**src/sv/pic_ram.sv**
```systemverilog
// generic single write port ram with registered read
`timescale 1ns / 1ps
module pic_ram #(
  parameter int unsigned Width = 8,
  parameter int unsigned Depth = 64
) (
  input  logic                     clk_i,
  input  logic                     we_i,
  input  logic [$clog2(Depth)-1:0] waddr_i,
  input  logic [Width-1:0]         wdata_i,
  input  logic [$clog2(Depth)-1:0] raddr_i,
  output logic [Width-1:0]         rdata_o
);

  logic [Width-1:0] mem [Depth];

  always_ff @(posedge clk_i) begin
    if (we_i) begin
      mem[waddr_i] <= wdata_i;
    end
    rdata_o <= mem[raddr_i];
  end

endmodule

```
**config.mk**
```make
export PLATFORM = sky130hd
export DESIGN_NAME = pic_ram
export DESIGN_NICKNAME = d
export VERILOG_FILES = /design/src/sv/pic_ram.sv
export SDC_FILE = /design/constraint.sdc
export NUM_CORES = 1
export LEC_CHECK = 0
export BUFFER_PORTS_ARGS = -buffer_cell sky130_fd_sc_hd__buf_2
export CORE_MARGIN = 4
export CORE_UTILIZATION = 35
export DETAILED_ROUTE_END_ITERATION = 8
export HOLD_SLACK_MARGIN = 0.06
export SYNTH_ARGS = -nofsm -noshare
export SYNTH_HDL_FRONTEND = slang
export SYNTH_SLANG_ARGS = --single-unit
```
**constraint.sdc**
```tcl
create_clock -name clk_i -period 5.5 [get_ports clk_i]
set_clock_uncertainty 0.15 [all_clocks]
set_input_delay 0.55 -clock clk_i [delete_from_list [all_inputs] [get_ports clk_i]]
set_output_delay 0.55 -clock clk_i [all_outputs]
set_load 0.005 [all_outputs]
```
# Word-level counts from Yosys, hierarchy flattened
# Memory sizes are Yosys's and may differ from the RTL's. A register that Yosys moved wholly into a read port is not among the register bits.
# Cells that the tools add are included.
[classes] shift=0 n_reduce_logical=0 n_div=0 bitwise=0 n_mul=0 n_lt_le_gt_ge=0 mux=2 addsub=0 n_eq_ne=0
[op_table] cell="1-bit 2-to-1 mux" count=2
[totals] memories=1 mem_bits_ro=0 reg_bits=0 ram_bits=512 output_inout_bits=8 inputBits=22 word_cells=3 latchBits=0
[memory_table] memory="mem" words=64 width=8 read_ports=1 rd_ports_with_merged_regs=1 write_ports=1 line_no="15" rtl="logic [Width-1:0] mem [Depth];"

# Longest topological paths before layout
# Gate-level depths: netlist (run 1).
[logic_depth] word_depth=2 ltp_mapped=9 ltp_nobuf=5

# Worst setup path before layout (run 1)
# No wires, ideal clock.
[synth_path] kind="input to register" start="in raddr_i[1]" end="reg rdata_o[3] (read register of mem)" t_arrival_ps=2090 path_stages=7 slack_ps=3132 required_ps=5222 setup_time_ps=128 path_buffers=3 cell_sequence="buf_4 -> buf_2 -> buf_2 -> mux4_2 -> mux4_2 -> o21ai_1 -> o41ai_1"
[synth_rtl] item="start: declaration" line_no="11" rtl="input logic [$clog2(Depth)-1:0] raddr_i,"
[synth_rtl] item="end: declaration" line_no="12" rtl="output logic [Width-1:0] rdata_o"

==> qor.yml, run 1 <==
path_clk_slew_ps: 60
drt_iter0_markers: 1050
crit_path_start_kind: "input port"
dieArea_um2: 61500
vias: 9450
yosysWarnings: 0
power_per_cell_area_nw_per_um2: 365
netlist_instances: 940
grt_max_degree: 65
dp_hpwl_um: 27100
cts.sinks: 520
totalPowerFinal_mw: 8.32
port_buffers: 29
critPathKind: "input port to register"
yosys.area.top_type: "edfxtp_1"
ctsHoldBuffers: 0
grt_use_total_pct: 15.0
syn_area_um2: 20200
synth_nets: 962
post-route-period-util_pct: 49.2
h-tree-depth: 2
min_period_ps: 2700
yosysUniqueCellTypes: 40
clockBufferDepth: 3
start_util_pct: 35.6
reg2reg_slack_ps: 3310
leakage_nw: 7.00
holdCritStartpoint: "raddr_i[5]"
layout-drive-gt1-share_pct: 25.7
slew_violations: 0
grt_setup_unrepaired: "no"
whs_path_depth: 3
syn-mean-instance-area_um2: 21.5
via_per_inst: 5.29
cts-root-buf: "clkbuf_16"
cts_resized: 0
ys_ff_latch: 520
worstMarginPinSlew_ps: 1230
grt_pass1_wl_um: 67400
status: "completed"
die_w_um: 248
worst_skew_pair.late_latency_ps: 580
vdd_ir_drop_max_uv: 198
cts_tree: "built"
reg2reg_from: "mem[3][3]"
finalSetupViolCount: 0
cts_buffers: 50
slew_headroom_pct: 18.1
synth.top_cell.area_share_pct: 76.2
synth-seq-area-share_pct: 77.0
drtAntennaViolNets: 0
cp_max_fo: 45
ios: 30
worstPathArrival_ps: 2980
first_pass_iters: 5
required_ps: 5780
core-area_um2: 56700
overflow: 0
dieHeight_um: 248
min_path_type: "input port to register"
fmax_mhz: 370
synthTopCellsByArea: "edfxtp_1 76%, mux4_2 14%, nor2_1 1.5%, mux2i_1 1.1%, dfxtp_1 0.79%"
grt_pass1_vias: 9658
gp_congestion: 0.781
routed_wl_um: 45500
maxCapViolCount: 0
cp-startpoint: "raddr_i[0]"
endpoint_kind: "register"
antenna_found_initial: 3
row_count: 87
drc: 0
setup-tns-final_ps: 0
hold_violations: 0
post_drt_wl_per_cell_um: 25.5
synthToLayoutAreaGrowth_pct: 13.2
postCtsSetupBuffers: 0
reg2regPathDepth: 4
layout.nets: 1011
[state kept, by name (all words and copies together), names as in the netlist]
register	flops
mem	512
rdata_o	8
[per-layer routing]
metal  vias to the layer above  GRT usage (%)  routed length [µm]
met4                         4           4.00                1020
met2                       302           23.9               22000
met3                        65           2.65                2750
li1                       4029              -                   -
met1                      5050           21.4               19700
met5                         -              0                  23
[worst max-delay path: stages]
cell,delay (ps)
clkbuf_8,470
buf_4,460
mux4_2,540
mux2_2,280
o221a_2,280
nor3_1,240
o32ai_1,140
[power breakdown]
group / switching (mW) / total [mW] / internal (mW)
Combinational: 0.246 / 0.394 / 0.149
Sequential: 0.0145 / 4.40 / 4.39
Clock: 1.45 / 3.53 / 2.07
[logic make-up after synthesis]
logic type | Yosys count | share of synthesized area (%)
compound gates | 54 | 2.07
mux | 162 | 15.9
buf+inv | 51 | 1.57
flops | 520 | 77.0
simple gates | 153 | 3.39
[per-stage QoR]
step	std cells	setup WS (ps)	hold WS (ps)	cell area [µm²]	utilization, %
5_1_grt	1786	2590	291	22800	40.2
6_report	1787	2800	292	22800	40.2
2_1_floorplan	940	3130	499	20200	-
4_1_cts	1786	2720	268	22800	40.2
3_3_place_gp	1693	2130	649	21100	37.2
3_5_place_dp	1693	2130	643	21100	37.2
[cell usage in the layout, fill, tap and decap left out, types with 3 or more instances in the layout]
cell / netlist / layout
nor3_1: 7 / 7
buf_2: 11 / 26
bufinv_16: 0 / 7
o2bb2ai_1: 3 / 3
dfxtp_1: 8 / 8
nor2b_1: 14 / 14
mux2i_1: 23 / 23
clkbuf_16: 0 / 50
nand2b_1: 7 / 7
clkbuf_8: 0 / 6
a211oi_1: 4 / 4
nand3b_1: 3 / 3
clkinvlp_4: 0 / 3
a21oi_1: 3 / 3
mux4_2: 126 / 126
buf_4: 13 / 19
a221oi_1: 6 / 6
inv_6: 0 / 3
o22ai_1: 8 / 8
clkbuf_1: 17 / 7
nand3_1: 13 / 13
o2111ai_1: 3 / 3
clkinv_1: 0 / 10
a22oi_1: 3 / 3
o221ai_1: 8 / 8
clkinv_2: 0 / 5
nor2_1: 83 / 83
nand2_1: 19 / 19
mux2_2: 13 / 13
edfxtp_1: 512 / 512
[cell type report]
type                    count  area, µm²
diodes                      1       2.50
multi-input cells         369       4320
repair buffers             48        327
well taps                 756        946
clock buffers              62       1350
flip-flops and latches    520      15500
clock inverters            31        355
fillers                  4943      33900
[synth_stat cells, drive strengths merged]
cell type / count
edfxtp: 512
mux4: 126
nor2: 83
buf: 34
mux2i: 23
nand2: 19
clkbuf: 17
nor2b: 14
mux2: 13
nand3: 13
dfxtp: 8
o221ai: 8
o22ai: 8
nand2b: 7
nor3: 7
a221oi: 6
a211oi: 4
o21ai: 4
a21oi: 3
a22oi: 3
nand3b: 3
o2111ai: 3
o2bb2ai: 3
a2111oi: 2
nand4: 2
nor4: 2
o21a: 2
o221a: 2
o32ai: 2
o41ai: 2
a31oi: 1
and2: 1
nand4b: 1
o311ai: 1
or3: 1
[worst paths after layout]
kind | to
setup / recovery | rdata_o[6]
setup reg to reg | rdata_o[3]
hold / removal | rdata_o[2]
hold reg to reg | rdata_o[1]
No activity file was read; power rests on OpenSTA's default activity.
==> run 2, diff against run 1 <==
==> constraint.sdc (replaced) <==
create_clock -name clk_i -period 2.6 [get_ports clk_i]
set_clock_uncertainty 0.15 [all_clocks]
set_input_delay 0.26 -clock clk_i [delete_from_list [all_inputs] [get_ports clk_i]]
set_output_delay 0.26 -clock clk_i [all_outputs]
set_load 0.005 [all_outputs]
==> qor.yml, run 2 (same netlist as run 1, synthesis figures left out) <==
layout_setup_ws_ps: 367
layout-drive-gt1-share_pct: 32.5
start_util_pct: 35.6
p_comb_share_pct: 5.3
intPower_mw: 13.9
worst_skew_pair.late_latency_ps: 590
crit_path_start_kind: "register"
power_frac_clock_pct: 41.4
slew_violations: 0
grt_use_total_pct: 15.0
drc: 0
cts_buffers: 52
layout_common_cells: "512 x edfxtp_1, 126 x mux4_2, 124 x buf_4"
hold_violations: 0
leakage_nw: 7.65
cts.sinks: 520
min_period_ps: 2230
port_buffers: 29
power_switching_mw: 3.56
maxCapViolCount: 0
slew_headroom_pct: 37.3
reg_top3: "mem x512, rdata_o x8"
cp-startpoint: "mem[21][6]"
required_ps: 2910
fmax_mhz: 448
postCtsSetupBuffers: 0
vdd_ir_drop_max_uv: 468
endpoint_kind: "register"
path_clk_slew_ps: 60
reg2regPathDepth: 5
grt_max_degree: 65
die_w_um: 248
whs_path_depth: 2
reg2reg_from: "mem[21][6]"
cts_resized: 0
cts_tree: "built"
min_path_type: "input port to register"
grt_pass1_vias: 10036
grt_pass1_wl_um: 67300
holdCritStartpoint: "wdata_i[4]"
finalSetupViolCount: 0
status: "completed"
switching_share_pct: 20.4
p_seq_share_pct: 53.3
nFillCells: 4891
post_dp_cell_area_um2: 22100
ios: 30
final_common_cell: "edfxtp_1"
critPathKind: "register to register"
worstMarginPinSlew_ps: 940
cp_max_fo: 1
synthToLayoutAreaGrowth_pct: 18.2
regArea_um2: 15500
antenna_found_initial: 4
grt_setup_unrepaired: "no"
multi_input_area_um2: 4320
post-route-period-util_pct: 85.9
vias: 9879
dieArea_um2: 61500
routed_wl_um: 45600
power_per_cell_area_nw_per_um2: 733
post_drt_wl_per_cell_um: 23.9
design_area_um2: 23800
dp_hpwl_um: 30000
via_per_inst: 5.17
core-area_um2: 56700
drtAntennaViolNets: 0
h-tree-depth: 2
top_register: "mem"
drt_iter0_markers: 999
gp_congestion: 0.805
layout.nets: 1135
worstPathArrival_ps: 2540
row_count: 87
cts-root-buf: "clkbuf_16"
place_ws_ps: 12.3
dieHeight_um: 248
first_pass_iters: 6
clockBufferDepth: 3
overflow: 0
largest_register_ffs: 512
[run 2: per-layer routing]
layer	track usage (%)	up-vias	wire, µm
met2	23.6	320	21800
li1	-	4286	-
met5	0	-	22
met1	20.8	5196	19200
met3	3.39	73	3320
met4	5.36	4	1350
[run 2: area by class of cell]
cell class / instances / share of cell area, %
repair buffers: 170 / 5.85
well taps: 756 / 3.97
clock inverters: 27 / 1.10
diodes: 1 / 0.0105
flip-flops and latches: 520 / 65.2
clock buffers: 67 / 5.79
multi-input cells: 369 / 18.1
[run 2: per-stage QoR]
step | utilization [%] | hold WS [ps] | cells | total power, mW | setup TNS [ps]
after floorplan | - | 209 | 940 | 9.97 | 0
after global placement | 39.0 | 510 | 1809 | 10.4 | -4.48
after detailed placement | 39.0 | 512 | 1809 | 10.4 | 0
after CTS | 42.0 | 67.8 | 1909 | 17.6 | 0
after global routing | 42.0 | 110 | 1909 | 18.1 | 0
final | 42.0 | 110 | 1910 | 17.5 | 0
[run 2: power groups by stage]
stage          clock [mW]  combinational, mW  sequential, mW
2_1_floorplan           0              0.494            9.47
3_5_place_dp            0              0.933            9.49
5_1_grt              7.77              0.997            9.31
3_3_place_gp            0              0.923            9.49
4_1_cts              7.39              0.943            9.32
6_report             7.22              0.927            9.32
[run 2: path summary, 6_finish.rpt]
kind	to	slack (ps)
max	rdata_o[6]	370
min	mem[2][4]	110
max reg2reg	rdata_o[6]	370
min reg2reg	rdata_o[4]	720
[run 2: timing repair]
item / CTS / global route
hold buffers: 6 / 0
hold endpoints to repair: 107 / 0
endpoints found under the setup margin: 0 / 0
[run 2: worst max-delay path, cell delays in order, from the launching register on]
cell	delay [ps]
edfxtp_1	370
mux4_2	480
mux2_2	280
o221a_2	280
nor3_1	420
o32ai_1	150
==> run 3, diff against run 2 <==
--- a/config.mk
+++ b/config.mk
@@ -6,8 +6,9 @@
 export NUM_CORES = 1
 export LEC_CHECK = 0
 export BUFFER_PORTS_ARGS = -buffer_cell sky130_fd_sc_hd__buf_2
-export CORE_MARGIN = 4
+export CORE_MARGIN = 2
 export CORE_UTILIZATION = 35
+export CTS_BUF_LIST = sky130_fd_sc_hd__clkbuf_16
 export DETAILED_ROUTE_END_ITERATION = 8
 export HOLD_SLACK_MARGIN = 0.06
 export SYNTH_ARGS = -nofsm -noshare
==> constraint.sdc (replaced) <==
create_clock -name clk_i -period 2.6 [get_ports clk_i]
set_clock_uncertainty 0.15 [all_clocks]
set_input_delay 0.39 -clock clk_i [delete_from_list [all_inputs] [get_ports clk_i]]
set_output_delay 0.39 -clock clk_i [all_outputs]
set_load 0.005 [all_outputs]
==> qor.yml, run 3 (same netlist as run 1, synthesis figures left out) <==
dieHeight_um: 244
top_register: "mem"
cp_max_fo: 1
drt_iter0_markers: 975
worstMarginPinSlew_ps: 708
reg_top3: "mem x512, rdata_o x8"
drc: 0
finalSetupViolCount: 0
row_count: 87
dp_hpwl_um: 30700
ctsHoldBuffers: 0
endpoint_kind: "register"
min_path_type: "input port to register"
cts_tree: "built"
cts_buffers: 51
critPathKind: "register to register"
start_util_pct: 35.6
overflow: 0
post_dp_cell_area_um2: 22200
vias: 9897
num_antenna_cells: 0
layout-drive-gt1-share_pct: 32.8
holdCritStartpoint: "wdata_i[4]"
slew_violations: 0
grt_pass1_vias: 10331
status: "completed"
first_pass_iters: 7
worst_skew_pair.late_latency_ps: 590
hold_violations: 0
grt_max_degree: 65
grt_use_total_pct: 16.1
worstPathArrival_ps: 2450
postCtsSetupBuffers: 0
regArea_um2: 15500
leakage_nw: 7.68
multi_input_area_um2: 4320
cts_resized: 0
layout_setup_ws_ps: 451
min_to: "mem[58][4]"
post-route-period-util_pct: 82.7
crit_path_start_kind: "register"
grt_pass1_wl_um: 70100
reg2regPathDepth: 5
design_area_um2: 23800
vdd_ir_drop_max_uv: 432
path_clk_slew_ps: 60
cts-root-buf: "clkbuf_16"
clockBufferDepth: 3
die_w_um: 244
reg2reg_slack_ps: 450
ios: 30
largest_register_ffs: 512
core-area_um2: 56700
routed_wl_um: 47200
grt_setup_unrepaired: "no"
hold_slack_ps: 112
required_ps: 2910
antenna_found_initial: 2
drtAntennaViolNets: 0
whs_path_depth: 1
via_per_inst: 5.20
r2r-end: "rdata_o[4]"
maxCapViolCount: 0
final_common_cell: "edfxtp_1"
gp_congestion: 0.768
power_per_cell_area_nw_per_um2: 724
synthToLayoutAreaGrowth_pct: 18.1
layout.nets: 1133
post_drt_wl_per_cell_um: 24.8
fmax_mhz: 465
h-tree-depth: 2
layout_common_cells: "512 x edfxtp_1, 126 x mux4_2, 123 x buf_4"
cts.sinks: 520
slew_headroom_pct: 52.8
dieArea_um2: 59600
port_buffers: 29
reg2reg_from: "mem[21][4]"
place_ws_ps: -48.0
nFillCells: 4884
min_period_ps: 2150
-- run 3: routing by layer --
layer,up-vias,track usage [%],wire length [µm]
li1,4262,-,-
met1,5220,22.4,20000
met2,319,25.6,22700
met3,92,2.81,3100
met4,4,5.94,1450
met5,-,0,27
-- run 3: per-stage QoR --
stage	instances	utilization (%)	setup TNS, ps	power [mW]
4_1_cts	1903	42.0	0	17.4
2_1_floorplan	940	-	0	9.97
3_3_place_gp	1814	39.2	-79.8	10.4
5_1_grt	1903	42.0	0	17.8
6_report	1903	42.0	0	17.2
3_5_place_dp	1814	39.2	-70.3	10.5
-- run 3: cell type report --
| type | instances | share of cell area [%] |
|---|---|---|
| Clock buffer | 53 | 5.57 |
| Sequential cell | 520 | 65.2 |
| Multi-Input combinational cell | 369 | 18.1 |
| Tap cell | 756 | 3.97 |
| Timing Repair Buffer | 169 | 6.08 |
| Clock inverter | 36 | 1.02 |
-- run 3: report_power, final --
group / internal, mW / switching (mW) / total, mW
registers: 9.28 / 0.0344 / 9.31
clock network: 3.96 / 3.02 / 6.97
logic: 0.408 / 0.546 / 0.954
total: 13.6 / 3.60 / 17.2
-- run 3: worst max-delay path, cell delays in order (launching register included) --
cell and delay [ps]:
edfxtp_1 350, mux4_2 480, mux2_2 280, o221a_2 280, nor3_1 340, o32ai_1 140
-- run 3: worst max path at each step --
stage,start,to
final,mem[21][4],rdata_o[4]
after floorplan,raddr_i[1],rdata_o[3]
after detailed placement,raddr_i[0],rdata_o[3]
after CTS,mem[21][4],rdata_o[4]
after global placement,raddr_i[0],rdata_o[3]
after global routing,mem[21][4],rdata_o[4]
