===== config.mk =====
export PLATFORM = sky130hd
export DESIGN_NAME = pic_scan
export DESIGN_NICKNAME = d
export VERILOG_FILES = /design/src/sv/pic_pkg.sv /design/src/sv/pic_scan.sv
export SDC_FILE = /design/constraint.sdc
export NUM_CORES = 1
export LEC_CHECK = 0
export ABC_AREA = 1
export BUFFER_PORTS_ARGS = -buffer_cell sky130_fd_sc_hd__buf_2
export CORE_UTILIZATION = 60
export CTS_CLUSTER_DIAMETER = 150
export DETAILED_ROUTE_END_ITERATION = 10
export PLACE_DENSITY = 0.79
export SYNTH_ARGS = -nofsm -noshare
export SYNTH_HDL_FRONTEND = slang
export SYNTH_SLANG_ARGS = --single-unit
export TNS_END_PERCENT = 5

===== constraint.sdc =====
create_clock -name clk_i -period 6.1 [get_ports clk_i]
set_clock_uncertainty 0.2 [all_clocks]
set_input_delay 1.22 -clock clk_i [delete_from_list [all_inputs] [get_ports clk_i]]
set_output_delay 1.22 -clock clk_i [all_outputs]
set_load 0.005 [all_outputs]

===== src/sv/pic_pkg.sv =====
// shared types, constants and lookup functions for the png image carver
`timescale 1ns / 1ps
package pic_pkg;

  localparam int unsigned DefBufferBytes = 65536;
  localparam int unsigned DefResultLimit = 64;
  localparam int unsigned SigLen         = 8;
  localparam int unsigned ChunkOverhead  = 12;
  localparam logic [31:0] TypeIhdr       = 32'd1229472850;
  localparam logic [31:0] TypeIend       = 32'd1229278788;

  typedef enum logic [3:0] {
    S_LOAD,
    S_SIG_START,
    S_SIG_RD,
    S_SIG_CMP,
    S_CH_START,
    S_CH_RD,
    S_CH_CAP,
    S_CH_CHK,
    S_FOUND,
    S_FINISH
  } pic_state_e;

  typedef struct packed {
    logic        found;
    logic [15:0] image_start;
    logic [16:0] image_length;
    logic        last_result;
    logic        truncated;
    logic        input_overflow;
  } pic_res_t;

  function automatic logic [7:0] sig_byte(input logic [2:0] k);
    logic [7:0] b;
    case (k)
      3'd0:    b = 8'h89;
      3'd1:    b = 8'h50;
      3'd2:    b = 8'h4e;
      3'd3:    b = 8'h47;
      3'd4:    b = 8'h0d;
      3'd5:    b = 8'h0a;
      3'd6:    b = 8'h1a;
      3'd7:    b = 8'h0a;
      default: b = 8'h00;
    endcase
    return b;
  endfunction

  function automatic logic type_known(input logic [31:0] t);
    logic k;
    case (t)
      32'd1229472850, 32'd1347179589, 32'd1229209940, 32'd1229278788,
      32'd1649100612, 32'd1665684045, 32'd1683179847, 32'd1700284774,
      32'd1732332865, 32'd1749635924, 32'd1766015824, 32'd1767135348,
      32'd1883789683, 32'd1933723988, 32'd1934642260, 32'd1934772034,
      32'd1934902610, 32'd1950701684, 32'd1950960965, 32'd1951551059,
      32'd2052348020: k = 1'b1;
      default:        k = 1'b0;
    endcase
    return k;
  endfunction

endpackage


===== src/sv/pic_scan.sv =====
// load sequencer and byte-serial signature search and chunk walker
`timescale 1ns / 1ps
module pic_scan #(
  parameter int unsigned BUFFER_BYTES = pic_pkg::DefBufferBytes,
  parameter int unsigned RESULT_LIMIT = pic_pkg::DefResultLimit
) (
  input  logic                            clk_i,
  input  logic                            rst_ni,
  input  logic                            in_valid_i,
  output logic                            in_ready_o,
  input  logic [7:0]                      data_byte_i,
  input  logic                            last_byte_i,
  output logic                            ram_we_o,
  output logic [$clog2(BUFFER_BYTES)-1:0] ram_waddr_o,
  output logic [7:0]                      ram_wdata_o,
  output logic [$clog2(BUFFER_BYTES)-1:0] ram_raddr_o,
  input  logic [7:0]                      ram_rdata_i,
  output logic                            res_valid_o,
  input  logic                            res_ready_i,
  output pic_pkg::pic_res_t               res_o
);
  import pic_pkg::*;

  localparam int unsigned AW = $clog2(BUFFER_BYTES);
  localparam int unsigned PW = AW + 2;
  localparam int unsigned EW = (PW > 32) ? PW + 2 : 34;

  pic_state_e state_q, state_d;
  logic [AW:0]   cnt_q, cnt_d;
  logic          ovf_q, ovf_d;
  logic [PW-1:0] pos_q, pos_d;
  logic [PW-1:0] cand_q, cand_d;
  logic [PW-1:0] idx_q, idx_d;
  logic [2:0]    k_q, k_d;
  logic          first_q, first_d;
  logic [63:0]   hdr_q, hdr_d;
  logic          pend_q, pend_d;
  logic [15:0]   pstart_q, pstart_d;
  logic [16:0]   plen_q, plen_d;
  logic [6:0]    n_q, n_d;
  logic          trunc_q, trunc_d;

  logic [PW-1:0] cnt_ext;
  logic [EW-1:0] chunk_end;
  logic [31:0]   ctype;
  logic          full;

  assign cnt_ext   = PW'(cnt_q);
  assign ctype     = hdr_q[31:0];
  assign chunk_end = EW'(idx_q) + EW'(ChunkOverhead) + EW'(hdr_q[63:32]);
  assign full      = (cnt_q == (AW+1)'(BUFFER_BYTES));

  assign ram_wdata_o = data_byte_i;
  assign ram_waddr_o = cnt_q[AW-1:0];

  always_ff @(posedge clk_i or negedge rst_ni) begin
    if (!rst_ni) begin
      state_q <= S_LOAD;
      cnt_q   <= '0;
      ovf_q   <= 1'b0;
      pos_q   <= '0;
      cand_q  <= '0;
      idx_q   <= '0;
      k_q     <= '0;
      first_q <= 1'b1;
      pend_q  <= 1'b0;
      n_q     <= '0;
      trunc_q <= 1'b0;
    end else begin
      state_q <= state_d;
      cnt_q   <= cnt_d;
      ovf_q   <= ovf_d;
      pos_q   <= pos_d;
      cand_q  <= cand_d;
      idx_q   <= idx_d;
      k_q     <= k_d;
      first_q <= first_d;
      pend_q  <= pend_d;
      n_q     <= n_d;
      trunc_q <= trunc_d;
    end
  end

  always_ff @(posedge clk_i) begin
    hdr_q    <= hdr_d;
    pstart_q <= pstart_d;
    plen_q   <= plen_d;
  end

  always_comb begin
    state_d  = state_q;
    cnt_d    = cnt_q;
    ovf_d    = ovf_q;
    pos_d    = pos_q;
    cand_d   = cand_q;
    idx_d    = idx_q;
    k_d      = k_q;
    first_d  = first_q;
    hdr_d    = hdr_q;
    pend_d   = pend_q;
    pstart_d = pstart_q;
    plen_d   = plen_q;
    n_d      = n_q;
    trunc_d  = trunc_q;
    in_ready_o  = 1'b0;
    ram_we_o    = 1'b0;
    ram_raddr_o = pos_q[AW-1:0];
    res_valid_o = 1'b0;
    res_o.found          = pend_q;
    res_o.image_start    = pend_q ? pstart_q : 16'd0;
    res_o.image_length   = pend_q ? plen_q : 17'd0;
    res_o.last_result    = 1'b1;
    res_o.truncated      = trunc_q;
    res_o.input_overflow = ovf_q;

    case (state_q)
      S_LOAD: begin
        in_ready_o = 1'b1;
        if (in_valid_i) begin
          if (full) begin
            ovf_d = 1'b1;
          end else begin
            ram_we_o = 1'b1;
            cnt_d    = cnt_q + (AW+1)'(1);
          end
          if (last_byte_i) begin
            pos_d   = '0;
            pend_d  = 1'b0;
            n_d     = '0;
            trunc_d = 1'b0;
            state_d = S_SIG_START;
          end
        end
      end
      S_SIG_START: begin
        k_d = '0;
        if ((pos_q + PW'(SigLen)) > cnt_ext) begin
          state_d = S_FINISH;
        end else begin
          state_d = S_SIG_RD;
        end
      end
      S_SIG_RD: begin
        ram_raddr_o = AW'(pos_q + PW'(k_q));
        state_d     = S_SIG_CMP;
      end
      S_SIG_CMP: begin
        if (ram_rdata_i == sig_byte(k_q)) begin
          if (k_q == 3'd7) begin
            cand_d  = pos_q;
            idx_d   = pos_q + PW'(SigLen);
            first_d = 1'b1;
            state_d = S_CH_START;
          end else begin
            k_d     = k_q + 3'd1;
            state_d = S_SIG_RD;
          end
        end else begin
          pos_d   = pos_q + PW'(1);
          state_d = S_SIG_START;
        end
      end
      S_CH_START: begin
        k_d = '0;
        if ((idx_q + PW'(SigLen)) > cnt_ext) begin
          pos_d   = cand_q + PW'(SigLen);
          state_d = S_SIG_START;
        end else begin
          state_d = S_CH_RD;
        end
      end
      S_CH_RD: begin
        ram_raddr_o = AW'(idx_q + PW'(k_q));
        state_d     = S_CH_CAP;
      end
      S_CH_CAP: begin
        hdr_d = {hdr_q[55:0], ram_rdata_i};
        if (k_q == 3'd7) begin
          state_d = S_CH_CHK;
        end else begin
          k_d     = k_q + 3'd1;
          state_d = S_CH_RD;
        end
      end
      S_CH_CHK: begin
        if (!type_known(ctype) || (chunk_end > EW'(cnt_q)) ||
            (first_q && (ctype != TypeIhdr))) begin
          pos_d   = cand_q + PW'(SigLen);
          state_d = S_SIG_START;
        end else begin
          first_d = 1'b0;
          idx_d   = PW'(chunk_end);
          state_d = (ctype == TypeIend) ? S_FOUND : S_CH_START;
        end
      end
      S_FOUND: begin
        if (n_q == 7'(RESULT_LIMIT)) begin
          trunc_d = 1'b1;
          state_d = S_FINISH;
        end else begin
          res_valid_o       = pend_q;
          res_o.last_result = 1'b0;
          res_o.truncated   = 1'b0;
          if (!pend_q || res_ready_i) begin
            pend_d   = 1'b1;
            pstart_d = 16'(cand_q);
            plen_d   = 17'(idx_q - cand_q);
            n_d      = n_q + 7'd1;
            pos_d    = idx_q;
            state_d  = S_SIG_START;
          end
        end
      end
      S_FINISH: begin
        res_valid_o = 1'b1;
        if (res_ready_i) begin
          cnt_d   = '0;
          ovf_d   = 1'b0;
          first_d = 1'b1;
          state_d = S_LOAD;
        end
      end
      default: begin
        state_d = S_LOAD;
      end
    endcase
  end

endmodule


-- Word-level counts from Yosys, hierarchy flattened
Memory sizes are Yosys's and may differ from the RTL's.
Index checks and enable logic that the tools add are counted.
- bits in read-only memories: 56
- bits of input ports: 21
- bits in registers: 186
- word-level logic and storage cells: 174
- memories: 1
- RAM bits: 0
- output and inout port bits: 80
- bits in latches: 0
- multiplexer cells: 67
- bitwise operators: 1
- reduce and logical (&&, ||, !) cells: 26
- shift-type cells: 0
- $lt $le $gt $ge: 3
- equal/unequal tests: 50
- multiply operators: 0
- add/subtract/negate cells: 12
- divide/modulo/power cells: 0
- memories (memory ; depth ; width ; read ports ; clocked after Yosys merged registers in ; write ports ; line ; text):
    (no name shown) ; 8 ; 7 ; 1 ; 0 ; 0 ; pic_pkg.sv:36 ; case (k)
- operators with widths (kind ; number):
    32-bit by 31-bit == test with 1-bit output (second input constant) ; 21
    18-bit two-way mux ; 10
    18-bit one-hot mux with 5 select lines ; 1
    17-bit two-way mux ; 4
    18-bit by 4-bit adder with 18-bit output (second input constant) ; 3
    4-bit one-hot mux with 10 select lines ; 1
    18-bit by 17-bit greater-than comparator with 1-bit output ; 2
    4-bit two-way mux ; 9
    18-bit one-hot mux with 2 select lines ; 1
    17-bit one-hot mux with 2 select lines ; 1
    19-bit by 32-bit adder with 33-bit output ; 1
    33-bit by 17-bit greater-than comparator with 1-bit output ; 1
    16-bit by 3-bit adder with 16-bit output ; 2
    32-bit by 31-bit != test with 1-bit output (second input constant) ; 1
    16-bit one-hot mux with 2 select lines ; 1
    7-bit two-way mux ; 4
    2-bit != test (second input constant) ; 14
    21-bit OR reduction ; 1
    4-bit AND reduction ; 5
    18-bit by 4-bit adder with 19-bit output (second input constant) ; 1
    1-bit two-way mux ; 19
    18-bit by 1-bit adder with 18-bit output (second input constant) ; 1
    17-bit by 1-bit adder with 17-bit output (second input constant) ; 1
    17-bit == test (second input constant) ; 1
    other kinds (32) ; 53

-- Logic depth before layout (Yosys ltp)
- depth in word-level cells: 9
- mapped depth: 27
- mapped depth without buffers: 26

-- Least setup slack after synthesis
Ideal clock, no wire load.
- path type: register -> output
- start point: reg state_q[2]
- end point: out ram_raddr_o[15]
- cell stages (with the launch flop): 20
- path buffers: 1
- required time: 4.680 ns
- arrival: 2.639 ns
- path slack: 2.041 ns
- cell sequence: dfrtp_1 -> inv_1 -> nor2_2 -> inv_2 -> nor2_8 -> clkbuf_1 -> o21ai_0 -> ha_1 -> nand3_1 -> and2_0 -> inv_1 -> nand2_1 -> nor2_1 -> nand2_1 -> inv_1 -> nand3_1 -> nor4_2 -> xnor2_1 -> nand2_1 -> o21ai_1
- longest elaborated chain between the ends: 2
- elaborated cells between the ends (all ways): 3
- those cells by class: eq/ne: 2; mux: 1
- ends and longest elaborated chain (element ; line ; text):
    from (decl) ; pic_scan.sv:28 ; pic_state_e state_q, state_d;
    from (signal assigned) ; pic_scan.sv:70 ; state_q <= state_d;
    4-bit by 3-bit == test with 1-bit output or 4-bit by 2-bit == test with 1-bit output (tied branches) ; pic_scan.sv:116 ; case (state_q)
    16-bit one-hot mux with 2 select lines (*) ; pic_scan.sv:116 ;
    to (decl) ; pic_scan.sv:16 ; output logic [$clog2(BUFFER_BYTES)-1:0] ram_raddr_o,
Mark *: on every way between the ends. The rest lies on a longest branch, timed or not.

-- Worst setup path after layout
Same ends and word-level chain as after synthesis.

==> impl_metrics.csv <==
group,metric,value,unit
pwr,power_frac_clock,0.301,
pwr,power.share.sequential,0.375,
sta,rsz0062_at_grt,"no",
hold_path,hp-class,"flop to flop",
logic_synthesis,avgSynthCellArea,7.13,µm²
pwr,max-vdd-ir-drop,251,µV
sta,hold_viol,0,
clock_network,cts_max_level,4,
global_route,grt.total_usage,0.374,
logic_synthesis,synth-async-reset-ratio,0.478,
floorplanning,die_x,162,µm
global_route,antenna_found_initial,2,
logic_synthesis,syn_nets,2286,
sta,relSlewSlack,0.202,
clock_network,cts_buffer_depth,2,
pwr,netSwitchingFraction,0.405,
clock_network,cts-hold-fix-buffers,0,
pwr,p_leak,8.13,nW
final_layout,diodes,0,
logic_synthesis,synth-main-ff-cell,"edfxtp_1",
logic_synthesis,synth-seq-area-share,0.336,
route,finalWirelength,48.0,mm
critical_path,rr_worst_depth,26,
logic_synthesis,synthCells,2143,
clock_network,clock_sinks,186,
route,ant_nets,0,
logic_synthesis,synth-seq-cells,186,
status,status,"complete, no violations",
critical_path,start_kind,"flop",
logic_synthesis,yosysUniqueCellTypes,61,
job,drv_cap,0,
critical_path,startpoint,"state_q[2]$_DFFE_PN0P_",
final_layout,area_growth,7.58,%
clock_network,clk_latency,0.45,ns
route,top_layer_used,"met5",
global_route,grt_pass1_vias,14300,
sta,period_share,0.850,
critical_path,r2r_end,"idx_q[16]$_DFFE_PN0P_",
pwr,combPwrFrac,0.324,
clock_network,clk_root_buffer_cell,"clkbuf_16",
pwr,internal-power,2.34,mW
critical_path,r2r_slack,1.16,ns
route,met2_length,21.4,mm
route,via_per_inst,5.91,
global_route,grt_max_degree,67,
floorplanning,core-area,25100,µm²
clock_network,cts_inserted_buffers,17,
sta,period_needed,5.18,ns
final_layout,post_layout_nonfiller_instances,2537,
final_layout,drive_gt1_frac,0.0784,
route,m1WireLength,20.5,mm
logic_synthesis,ys.warnings.count,0,
critical_path,critical_path_class,"flop to output pin",
critical_path,end_kind,"output pin",
pwr,p_per_area,240,nW/µm²
route,wl_per_cell,18.9,µm
floorplanning,die_area,26100,µm²
critical_path,cp.required,4.68,ns
floorplanning,initial_utilization,0.608,
sta,setup_tns,0,ns
logic_synthesis,netlist_area,15300,µm²
floorplanning,rows,58,
floorplanning,design.portCount,101,
placed_design,post-place-cells,2505,
critical_path,critical_path.max_fanout,19,
route,vias,15000,
critical_path,endpoint,"ram_raddr_o[15]",
placed_design,hpwl,37.8,mm
floorplanning,die_h,162,µm
clock_network,post_cts_buffers,0,
route,drcViolationCount,0,
sta,maxSlewViolCount,0,
clock_network,clk_pin_slew,0.08,ns
route,drtIter0Drc,1871,
route,wl_met3,4.44,mm
critical_path,rr_startpoint,"idx_q[3]$_DFFE_PN0P_",
final_layout,layout.nets,2337,
clock_network,cts_tree,"yes",
logic_synthesis,synth-edff-count,97,
global_route,grt_pass1_wl,75.6,mm
clock_network,cts-resized-gates,0,
final_layout,fillers,2265,
critical_path,critical_path_arrival,3.76,ns
sta,fmax,193,MHz
route,first_pass_iters,8,
sta,worst_pin_slew,1.19,ns
placed_design,place.port_buffers,84,
sta,setup_violations,0,
placed_design,place.gp.congestion,0.983,
global_route,grt-ovfl-total,0,
pwr,switchingPower,1.59,mW
-- logic make-up after synthesis --
family / synth area share
adders and majority gates: 0.101
buffers and inverters: 0.104
AOI/OAI and AO/OA: 0.103
DFF: 0.336
xor gates and xnor gates: 0.0401
and+or+nand+nor: 0.315
-- layer usage --
| layer | track usage | vias to the layer above |
|---|---|---|
| li1 | - | 7136 |
| met2 | 0.589 | 823 |
| met5 | 0 | - |
| met3 | 0.0729 | 145 |
| met4 | 0.149 | 4 |
| met1 | 0.506 | 6884 |
-- synth_stat cells, drive strengths merged, types with 3 or more instances --
master	n	area, µm²
nor4	9	75.1
nor3	63	364
a31oi	3	18.8
nand3b	3	22.5
nor2	235	943
a21o	5	37.5
a32oi	3	26.3
o31ai	9	67.6
dfrtp	88	2200
a21boi	5	37.5
or2	4	25.0
o21ai	127	639
xnor2	15	131
inv	331	1240
o221ai	9	78.8
buf	37	265
o22ai	5	31.3
a21oi	80	415
edfxtp	97	2910
nand3	155	808
nor3b	3	27.5
clkbuf	22	82.6
fa	3	60.1
o211ai	8	60.1
xor2	55	482
nand2	566	2140
nand4	61	397
ha	119	1490
a211oi	8	60.1
-- worst min path at each step --
| stage | start | end | slack (ns) | cells after the start |
|---|---|---|---|---|
| floorplan | hdr_q[31]$_DFFE_PP_ | hdr_q[39]$_DFFE_PP_ | 0.23 | 0 |
| global placement | hdr_q[35]$_DFFE_PP_ | hdr_q[43]$_DFFE_PP_ | 0.23 | 0 |
| detailed placement | hdr_q[35]$_DFFE_PP_ | hdr_q[43]$_DFFE_PP_ | 0.24 | 0 |
| CTS | hdr_q[35]$_DFFE_PP_ | hdr_q[43]$_DFFE_PP_ | 0.26 | 0 |
| global route | hdr_q[35]$_DFFE_PP_ | hdr_q[43]$_DFFE_PP_ | 0.28 | 0 |
| finish | hdr_q[35]$_DFFE_PP_ | hdr_q[43]$_DFFE_PP_ | 0.26 | 0 |
-- cell type report --
cell class              count  area [µm²]  area share
repair buffers             91         475      0.0289
flip-flops and latches    186        5140       0.313
inverters                 332        1250      0.0758
clock buffers              17         425      0.0259
clock inverters            15         190      0.0116
well taps                 330         413      0.0251
multi-input cells        1566        8550       0.520
-- power groups by stage --
stage | Sequential (mW) | Clock (mW) | Combinational [mW]
floorplan | 1.47 | 0 | 0.915
global placement | 1.50 | 0 | 1.20
CTS | 1.47 | 1.18 | 1.24
global route | 1.48 | 1.23 | 1.40
detailed placement | 1.50 | 0 | 1.23
finish | 1.48 | 1.18 | 1.28
-- critical path, stage by stage (launching register included) --
cell and delay, ns:
dfrtp_1 0.49, inv_1 0.09, nor2_2 0.13, inv_2 0.09, nor2_8 0.29, o21ai_0 0.22
ha_1 0.32, nand3_1 0.05, and2_0 0.17, inv_1 0.06, nand2_1 0.08, nor2_1 0.14
nand2_1 0.16, inv_1 0.12, nand3_1 0.13, nor4_2 0.27, xnor2_1 0.16, nand2_1 0.06
o21ai_1 0.12, buf_2 0.16
-- sequential cells by signal, indices dropped and copies added, names as in the netlist --
name and count:
trunc_q 1, k_q 3, cand_q 18, n_q 7
hdr_q 64, first_q 1, cnt_q 17, pos_q 18
pend_q 1, state_q 4, pstart_q 16, idx_q 18
ovf_q 1, plen_q 17
-- stage by stage --
step / instance area, µm² / util / worst slack, ns / hold WS (ns) / total power, mW
after floorplan: 15300 / - / 2.04 / 0.226 / 2.38
after global routing: 16400 / 0.655 / 0.512 / 0.276 / 4.12
after global placement: 15800 / 0.630 / 1.46 / 0.234 / 2.70
after CTS: 16400 / 0.655 / 0.962 / 0.263 / 3.90
final: 16400 / 0.655 / 0.915 / 0.260 / 3.94
after detailed placement: 15800 / 0.630 / 1.29 / 0.240 / 2.73
-- cell usage in the layout, fill, tap and decap left out, drive strengths merged, types with 4 or more instances in the layout --
cell    netlist  layout
o31ai         9       9
edfxtp       97      97
dfrtp        88      88
nor4          9       9
a21o          5       5
a21oi        80      80
o22ai         5       5
o21ai       127     127
ha          119     119
or2           4       4
inv         331     340
nand3       155     155
nand4        61      61
nand2       566     566
nor2        235     235
xnor2        15      15
buf          37      91
o211ai        8       8
nor3         63      63
o221ai        9       9
clkinv        1       6
a21boi        5       5
xor2         55      55
a211oi        8       8
clkbuf       22      17
(Power assumes the default switching activity.)
